`config.mk`:
```
export PLATFORM = sky130hd
export DESIGN_NAME = cblq_wgen
export DESIGN_NICKNAME = d
export VERILOG_FILES = /design/src/design/cblq_pkg.sv /design/src/design/cblq_wgen.sv
export SDC_FILE = /design/constraint.sdc
export NUM_CORES = 2
export LEC_CHECK = 0
export BUFFER_PORTS_ARGS = -buffer_cell sky130_fd_sc_hd__buf_2
export CAP_MARGIN = 25
export CELL_PAD_IN_SITES_DETAIL_PLACEMENT = 1
export CELL_PAD_IN_SITES_GLOBAL_PLACEMENT = 2
export CORE_MARGIN = 4
export CORE_UTILIZATION = 41
export DETAILED_ROUTE_END_ITERATION = 16
export GPL_ROUTABILITY_DRIVEN = 0
export PLACE_DENSITY_LB_ADDON = 0.1
export SLEW_MARGIN = 25
export SYNTH_ARGS = -nofsm -noshare
export SYNTH_HDL_FRONTEND = slang
export SYNTH_SLANG_ARGS = --single-unit
export TNS_END_PERCENT = 50
```
`constraint.sdc`:
```
create_clock -name clk -period 9.2 [get_ports clk]
set_input_delay 1.38 -clock clk [delete_from_list [all_inputs] [get_ports clk]]
set_output_delay 1.38 -clock clk [all_outputs]
set_load 0.03 [all_outputs]
```
`src/design/cblq_pkg.sv`:
```
// shared constants, register codes and types of the cubic line blend
package cblq_pkg;

	localparam int SAMPLE_W   = 24;
	localparam int Q_W        = 8;
	localparam int FRAC_W     = 17;
	localparam int FRAC_Q     = 16;
	localparam int CFG_IDX_W  = 2;
	localparam int CFG_DATA_W = 17;

	localparam int DEF_SAMPLE_FRAC_BITS = 8;
	localparam int DEF_WEIGHT_FRAC_BITS = 16;

	// the tap polynomials are evaluated at 4 * w * 2^48
	localparam int POLY_SCALE_BITS = 50;

	localparam logic [FRAC_W-1:0] ONE_Q16 = FRAC_W'(1) << FRAC_Q;

	localparam logic [CFG_IDX_W-1:0] REG_FRAC     = 2'd0;
	localparam logic [CFG_IDX_W-1:0] REG_ZERO     = 2'd1;
	localparam logic [CFG_IDX_W-1:0] REG_CLAMP_LO = 2'd2;
	localparam logic [CFG_IDX_W-1:0] REG_CLAMP_HI = 2'd3;

	typedef logic [1:0] tap_t;

	localparam tap_t TAP_A = 2'd0;
	localparam tap_t TAP_B = 2'd1;
	localparam tap_t TAP_C = 2'd2;
	localparam tap_t TAP_D = 2'd3;

	typedef struct packed {
		logic signed [Q_W-1:0] zero_offset;
		logic signed [Q_W-1:0] clamp_low;
		logic signed [Q_W-1:0] clamp_high;
	} quant_cfg_t;

endpackage

```
`src/design/cblq_wgen.sv`:
```
// tap weight generator: one shared polynomial pipeline, four taps in turn
module cblq_wgen #(
	parameter int WEIGHT_FRAC_BITS = cblq_pkg::DEF_WEIGHT_FRAC_BITS
) (
	input  logic clk,
	input  logic arst_n,
	input  logic start,
	input  logic [cblq_pkg::FRAC_W-1:0] frac,
	output logic busy,
	output logic signed [WEIGHT_FRAC_BITS+3:0] weight_a,
	output logic signed [WEIGHT_FRAC_BITS+3:0] weight_b,
	output logic signed [WEIGHT_FRAC_BITS+3:0] weight_c,
	output logic signed [WEIGHT_FRAC_BITS+3:0] weight_d
);
	import cblq_pkg::*;

	localparam int WEIGHT_W = WEIGHT_FRAC_BITS + 4;
	localparam int RSH      = POLY_SCALE_BITS - WEIGHT_FRAC_BITS;
	localparam int X_W      = FRAC_W + 1;
	localparam int X2_W     = 2 * X_W;
	localparam int X3_W     = 3 * X_W;
	localparam int VW       = X3_W + 4;

	localparam logic signed [VW-1:0] ONE_P = VW'(1) << (3 * FRAC_Q);
	localparam logic signed [VW-1:0] HALF  = VW'(1) << (RSH - 1);
	localparam logic [WEIGHT_W-1:0]  W_ONE = WEIGHT_W'(1) << WEIGHT_FRAC_BITS;

	logic busy_q;
	logic feed_on_q;
	tap_t feed_tap_q;

	logic [X_W-1:0] x_feed;
	logic far_feed;

	logic vld_s1, vld_s2, vld_s3, vld_s4;
	tap_t tap_s1, tap_s2, tap_s3, tap_s4;
	logic far_s1, far_s2;
	logic [X_W-1:0] x_s1, x_s2;
	logic [X2_W-1:0] x2_s1, x2_s2;
	logic [X3_W-1:0] x3_s2;
	logic signed [VW-1:0] cub_s3, quad_s3, v_s4;

	logic signed [VW-1:0] xe, x2e, x3e, cub, quad;
	logic [VW-1:0] rnd;
	logic signed [WEIGHT_W-1:0] w_new;
	logic signed [WEIGHT_W-1:0] weight_a_q, weight_b_q, weight_c_q, weight_d_q;

	// distance of each tap from the fraction
	always_comb begin
		case (feed_tap_q)
			TAP_A: begin
				x_feed   = {1'b0, ONE_Q16} + {1'b0, frac};
				far_feed = 1'b1;
			end
			TAP_B: begin
				x_feed   = {1'b0, frac};
				far_feed = 1'b0;
			end
			TAP_C: begin
				x_feed   = {1'b0, ONE_Q16} - {1'b0, frac};
				far_feed = 1'b0;
			end
			TAP_D: begin
				x_feed   = {ONE_Q16, 1'b0} - {1'b0, frac};
				far_feed = 1'b1;
			end
			default: begin
				x_feed   = '0;
				far_feed = 1'b0;
			end
		endcase
	end

	always_ff @(posedge clk or negedge arst_n) begin
		if (!arst_n) begin
			busy_q     <= 1'b0;
			feed_on_q  <= 1'b0;
			feed_tap_q <= TAP_A;
		end else begin
			if (start) begin
				busy_q     <= 1'b1;
				feed_on_q  <= 1'b1;
				feed_tap_q <= TAP_A;
			end else begin
				if (feed_on_q) begin
					feed_tap_q <= feed_tap_q + 2'd1;
					if (feed_tap_q == TAP_D) begin
						feed_on_q <= 1'b0;
					end
				end
				if (vld_s4 && tap_s4 == TAP_D && !feed_on_q) begin
					busy_q <= 1'b0;
				end
			end
		end
	end

	always_ff @(posedge clk or negedge arst_n) begin
		if (!arst_n) begin
			vld_s1 <= 1'b0;
			vld_s2 <= 1'b0;
			vld_s3 <= 1'b0;
			vld_s4 <= 1'b0;
		end else begin
			vld_s1 <= feed_on_q && !start;
			vld_s2 <= vld_s1;
			vld_s3 <= vld_s2;
			vld_s4 <= vld_s3;
		end
	end

	// square, then cube
	always_ff @(posedge clk) begin
		tap_s1 <= feed_tap_q;
		far_s1 <= far_feed;
		x_s1   <= x_feed;
		x2_s1  <= x_feed * x_feed;
		tap_s2 <= tap_s1;
		far_s2 <= far_s1;
		x_s2   <= x_s1;
		x2_s2  <= x2_s1;
		x3_s2  <= x2_s1 * x_s1;
	end

	// near: 5x^3 - 9x^2 + 4, far: -3x^3 + 15x^2 - 24x + 12, all scaled
	always_comb begin
		xe  = $signed({{(VW-X_W){1'b0}}, x_s2});
		x2e = $signed({{(VW-X2_W){1'b0}}, x2_s2});
		x3e = $signed({{(VW-X3_W){1'b0}}, x3_s2});
		if (far_s2) begin
			cub  = (ONE_P <<< 3) + (ONE_P <<< 2) - (x3e <<< 1) - x3e;
			quad = (x2e <<< (FRAC_Q + 4)) - (x2e <<< FRAC_Q)
				- (xe <<< (2 * FRAC_Q + 4)) - (xe <<< (2 * FRAC_Q + 3));
		end else begin
			cub  = (x3e <<< 2) + x3e + (ONE_P <<< 2);
			quad = -(x2e <<< (FRAC_Q + 3)) - (x2e <<< FRAC_Q);
		end
	end

	always_ff @(posedge clk) begin
		tap_s3  <= tap_s2;
		cub_s3  <= cub;
		quad_s3 <= quad;
		tap_s4  <= tap_s3;
		v_s4    <= cub_s3 + quad_s3;
	end

	// round half away from zero
	always_comb begin
		rnd   = v_s4 + HALF - {{(VW-1){1'b0}}, v_s4[VW-1]};
		w_new = rnd[RSH +: WEIGHT_W];
	end

	always_ff @(posedge clk or negedge arst_n) begin
		if (!arst_n) begin
			weight_a_q <= '0;
			weight_b_q <= W_ONE;
			weight_c_q <= '0;
			weight_d_q <= '0;
		end else if (vld_s4) begin
			case (tap_s4)
				TAP_A: weight_a_q <= w_new;
				TAP_B: weight_b_q <= w_new;
				TAP_C: weight_c_q <= w_new;
				TAP_D: weight_d_q <= w_new;
				default: weight_a_q <= weight_a_q;
			endcase
		end
	end

	assign busy     = busy_q | start;
	assign weight_a = weight_a_q;
	assign weight_b = weight_b_q;
	assign weight_c = weight_c_q;
	assign weight_d = weight_d_q;

endmodule

```
Yosys cells after proc, flatten, opt, wreduce, memory -nomap -nowiden
Index checks and enable logic that the tools add are counted.
W data, S select, Z words.
Word-level totals
  output and inout bits: 81
  flip-flop bits (word level): 434
  input port bits: 20
  word-level logic and storage cells: 76
Operators by class
  add/sub/neg operators: 16
  bitwise gates (word level): 1
  multipliers: 2
  equal/unequal tests: 6
  reductions and logical operators: 15
  muxes and demuxes: 11
Operators by type and width (number)
  $mux W58: 2
  $pmux W18 S4: 1
  $add A57 B51 Y58 const B: 1
  $add A58 B58 Y58: 1
  $neg A55 Y58: 1
  $sub A57 B55 Y58: 1
  $sub A58 B53 Y58: 1
  $sub A58 B54 Y58: 1
  $add A56 B54 Y57: 1
  $sub A56 B52 Y57: 1
  $sub A56 B55 Y57: 1
  $sub A52 B55 Y56 const A: 1
  $add A54 B34 Y54 const B: 1
  $mul A36 B18 Y54: 1
  $sub A54 B1 Y54: 1
  $mul A18 B18 Y36: 1
  $add A17 B17 Y18 const A: 1
  $sub A17 B17 Y18 const A: 1
  $sub A18 B17 Y18 const A: 1
  $eq A2 B2 Y1 const B: 4
  $reduce_and A2 Y1: 4
  $mux W1: 5
  $eq A2 B1 Y1 const B: 2
  $logic_not A2 Y1: 2
  other kinds (8): 14

Longest topological paths before layout
  word-level depth: 5
  depth in mapped cells: 36
  gate-level depth less buffers: 34

Worst setup path before layout
OpenSTA, ideal clock, no wires.
  kind: in2reg
  start point: in frac[0] (netlist bit)
  end point: reg x2_s1[34]
  slack: 0.508 ns
  library setup time: 0.072 ns
  stages: 35
  required time: 9.128 ns
  buffers on the path: 1
  arrival: 8.620 ns
  cell sequence: inv_1 > ha_1 > nor3b_1 > nand4_1 > nor4b_1 > nand2_1 > nand2_1 > nand2_1 > o31a_1 > clkbuf_1 > clkinv_1 > nand2_1 > fa_1 > inv_1 > fa_1 > inv_1 > fa_1 > inv_1 > fa_1 > fa_1 > inv_1 > fa_1 > inv_1 > ha_1 > a21o_1 > a21oi_1 > o21ai_0 > o32a_1 > o311ai_0 > a21boi_0 > o21ai_0 > a21oi_1 > a21o_1 > a221oi_1 > xnor2_1
On the way
  longest elaborated chain between the ends: 3
  elaborated cells between the ends (all ways): 5
  those cells by class: add/sub: 3; mul: 1; mux: 1
RTL lines
  start, declared: RTL line cblq_wgen.sv:8  | input logic [cblq_pkg::FRAC_W-1:0] frac,
  $sub A18 B17 Y18, or another cell as far along: RTL line cblq_wgen.sv:64  | x_feed = {ONE_Q16, 1'b0} - {1'b0, frac};
  $pmux W18 S4 *: RTL line cblq_wgen.sv:50  | case (feed_tap_q)
  net x_feed[14]: RTL line cblq_wgen.sv:32  | logic [X_W-1:0] x_feed;
  $mul A18 B18 Y36 *: RTL line cblq_wgen.sv:117  | x2_s1 <= x_feed * x_feed;
  end signal, assigned: RTL line cblq_wgen.sv:117
  end, declared: RTL line cblq_wgen.sv:39  | logic [X2_W-1:0] x2_s1, x2_s2;
The timed path passes the listed nets; every way through them passes the cells marked *.
A chain may end at the register's enable or synchronous reset.

Final worst setup path
Ends and elaborated chain as after synthesis.

==> results_dict.tcl <==
set metrics [dict create \
    routedWlPerCell_um 21.6 \
    cp.required_ns 9.77 \
    synth.mux.area_fraction_pct 0.272 \
    grt_usage_pct 25.9 \
    arrival_ns 9.26 \
    synthAdderAreaFrac_pct 40.9 \
    die_y_um 379 \
    layout_min_cycle_time_ns 8.69 \
    ant_nets 0 \
    syn_inst 6630 \
    port_buffers 100 \
    setup_viol 0 \
    core_area_um2 136000 \
    maxCapViolCount 0 \
    cp_max_fo 4 \
    synth-seq-area-share_pct 15.2 \
    clkTransAtPathRegs_ns 0.06 \
    max_stage_delay_ns 0.53 \
    slew_headroom_pct 25.3 \
    die_x_um 379 \
    route.detailed.drc 0 \
    clk_latency_ns 0.65 \
    rr_startpoint "feed_tap_q[0]" \
    worst_slew_pin_slew_ns 1.12 \
    critical_path_class "input pin to flip-flop" \
    cp-start-kind "input pin" \
    synth_top_family_by_area "adder cells" \
    drtIter0Drc 2241 \
    syn_nets 8041 \
    hold_start "tap_s3[1]" \
    rsz0062_at_grt "no" \
    syn_area_um2 56500 \
    hold_depth 0 \
    holdWs_ns 0.324 \
    period_share_pct 94.5 \
    cts_buffers 53 \
    hold_violations 0 \
    synth_top_flop_cell "dfxtp_1" \
    routed-via-count 45925 \
    critPathCaptureType "flip-flop" \
    yosysWarnings 0 \
    dieArea_um2 144000 \
    postRouteWirelength_um 184000 \
    worstHoldEndpoint "tap_s4[1]" \
    stdcell_count 8537 \
    ys_types 86 \
    initial_core_util_pct 41.5 \
    tritoncts "built" \
    final_cell_mix "inv_1 (1134), nand2_1 (861), fa_1 (762), ha_1 (629), a21oi_1 (355)" \
    startpoint "frac[0]" \
    final_common_cell "inv_1" \
    viasPerCell 5.38 \
    ios 101 \
    synth-simple-area-share_pct 15.2 \
    r2r_setup_slack_ns 0.76 \
    cpMostUsedCell "fa_1" \
    globalRoute.totalOverflow 0 \
    synth_compound_area_share_pct 13.6 \
    grt_pass1_vias 49952 \
    r2r-end "x2_s1[34]" \
    dp_hpwl_um 153000 \
    grt_max_degree 82 \
    synth_edf_count 0 \
    antenna_found_initial 7 \
    synth-seq-cells 408 \
    fill_cells 16118 \
    synth_xor_area_share_pct 5.61 \
    clockBufferDepth 3 \
    area_growth_pct 8.95 \
    hold_class "flip-flop to flip-flop" \
    slew_viol_final 0 \
    dp_cells 8436 \
    layout.nets 8121 \
    cpMaxStageDelayCell "fa_1" \
    status "finished, final reports clean" \
    crit_family "adder cells" \
    syn-mean-instance-area_um2 8.52 \
    rows 135 \
    async_reset_ff_share_pct 21.6 \
    first_pass_iters 5 \
    r2r_cells 33 \
    cts-root-buf "clkbuf_16" \
    crit_buf_inv 7 \
    grt_pass1_wl_um 290000 \
    fmax_mhz 115 \
    cts_sinks 408 \
    drive_gt1_share_pct 6.31 \
    clock_skew_ns 0.0475 \
    htreeDepth 2 \
]
## area by class of cell
type	instances	area [um2]	share of cell area (%)
multi-input combinational	4846	42700	69.4
sequential	408	8630	14.0
inverter	1143	4290	6.97
tap	1781	2230	3.62
timing repair buffer	258	1750	2.85
clock buffer	64	1440	2.34
clock inverter	35	474	0.771
antenna	2	5.00	0.00813
## routing by layer
metal  track usage [%]  part of all wire [%]
met3              1.88                   3.5
met2              44.2                    47
met5                 0                     0
met4              7.70                   3.4
met1              35.4                    46
## cell families after synthesis
kind of cell	Yosys count
multiplexers	15
buffers and inverters	1376
AO/OA/AOI/OAI	1225
adder cells (fa/ha/maj)	1391
XOR/XNOR	362
AND/OR/NAND/NOR	1853
flip-flops	408
## cell usage after synthesis, types with 29 or more instances
| master | number | area share (%) |
|---|---|---|
| nand2b_1 | 54 | 0.60 |
| a31oi_1 | 29 | 0.32 |
| a21oi_1 | 355 | 3.1 |
| nand4_1 | 44 | 0.49 |
| nand2_1 | 861 | 5.7 |
| fa_1 | 762 | 27 |
| o21bai_1 | 44 | 0.58 |
| and3_1 | 51 | 0.56 |
| nor2_1 | 323 | 2.1 |
| ha_1 | 629 | 14 |
| o21a_1 | 39 | 0.52 |
| o211ai_1 | 32 | 0.43 |
| nor3_1 | 74 | 0.66 |
| dfxtp_1 | 320 | 11 |
| dfrtp_1 | 87 | 3.9 |
| nand3_1 | 82 | 0.73 |
| inv_1 | 1134 | 7.5 |
| xnor2_1 | 231 | 3.6 |
| xor2_1 | 131 | 2.0 |
| clkbuf_1 | 221 | 1.5 |
| a211oi_1 | 38 | 0.51 |
| o21ai_0 | 321 | 2.8 |
| and2_1 | 216 | 2.4 |
| nor2b_1 | 40 | 0.44 |
| a21o_1 | 177 | 2.4 |
## metrics by stage
| step | TNS (ns) | cell area (um2) | setup slack [ns] | utilization (%) |
|---|---|---|---|---|
| after floorplan | 0 | 56500 | 0.508 | - |
| final | 0 | 61500 | 0.506 | 45.2 |
| after global placement | 0 | 59600 | 0.0842 | 43.8 |
| after CTS | 0 | 61500 | 0.529 | 45.2 |
| after detailed placement | -0.114 | 59600 | -0.114 | 43.8 |
| after global routing | 0 | 61500 | 0.0261 | 45.2 |
## registers in the layout (all words and copies together) (netlist names), 34 cells and up
signal   cells
x2_s1       35
cub_s3      57
quad_s3     41
v_s4        55
x2_s2       34
x3_s2       54
## worst max path at each step
| stage | endpoint | slack, ns | cells past startpoint |
|---|---|---|---|
| after floorplan | x2_s1[34] | 0.51 | 35 |
| after global placement | x2_s1[34] | 0.08 | 33 |
| after detailed placement | x2_s1[34] | -0.11 | 33 |
| after CTS | x2_s1[34] | 0.53 | 33 |
| after global routing | x2_s1[34] | 0.03 | 36 |
| final | x2_s1[34] | 0.51 | 33 |
## timing repair
action                                  4_1_cts  5_1_grt
gates resized for setup                       0        2
buffers inserted                              0        0
endpoints found under the setup margin        0        1
hold buffers                                  0        0
Power is left out: the tool's default activity adds up to more than one toggle a clock period on the data nets, which glitch-free logic cannot reach.
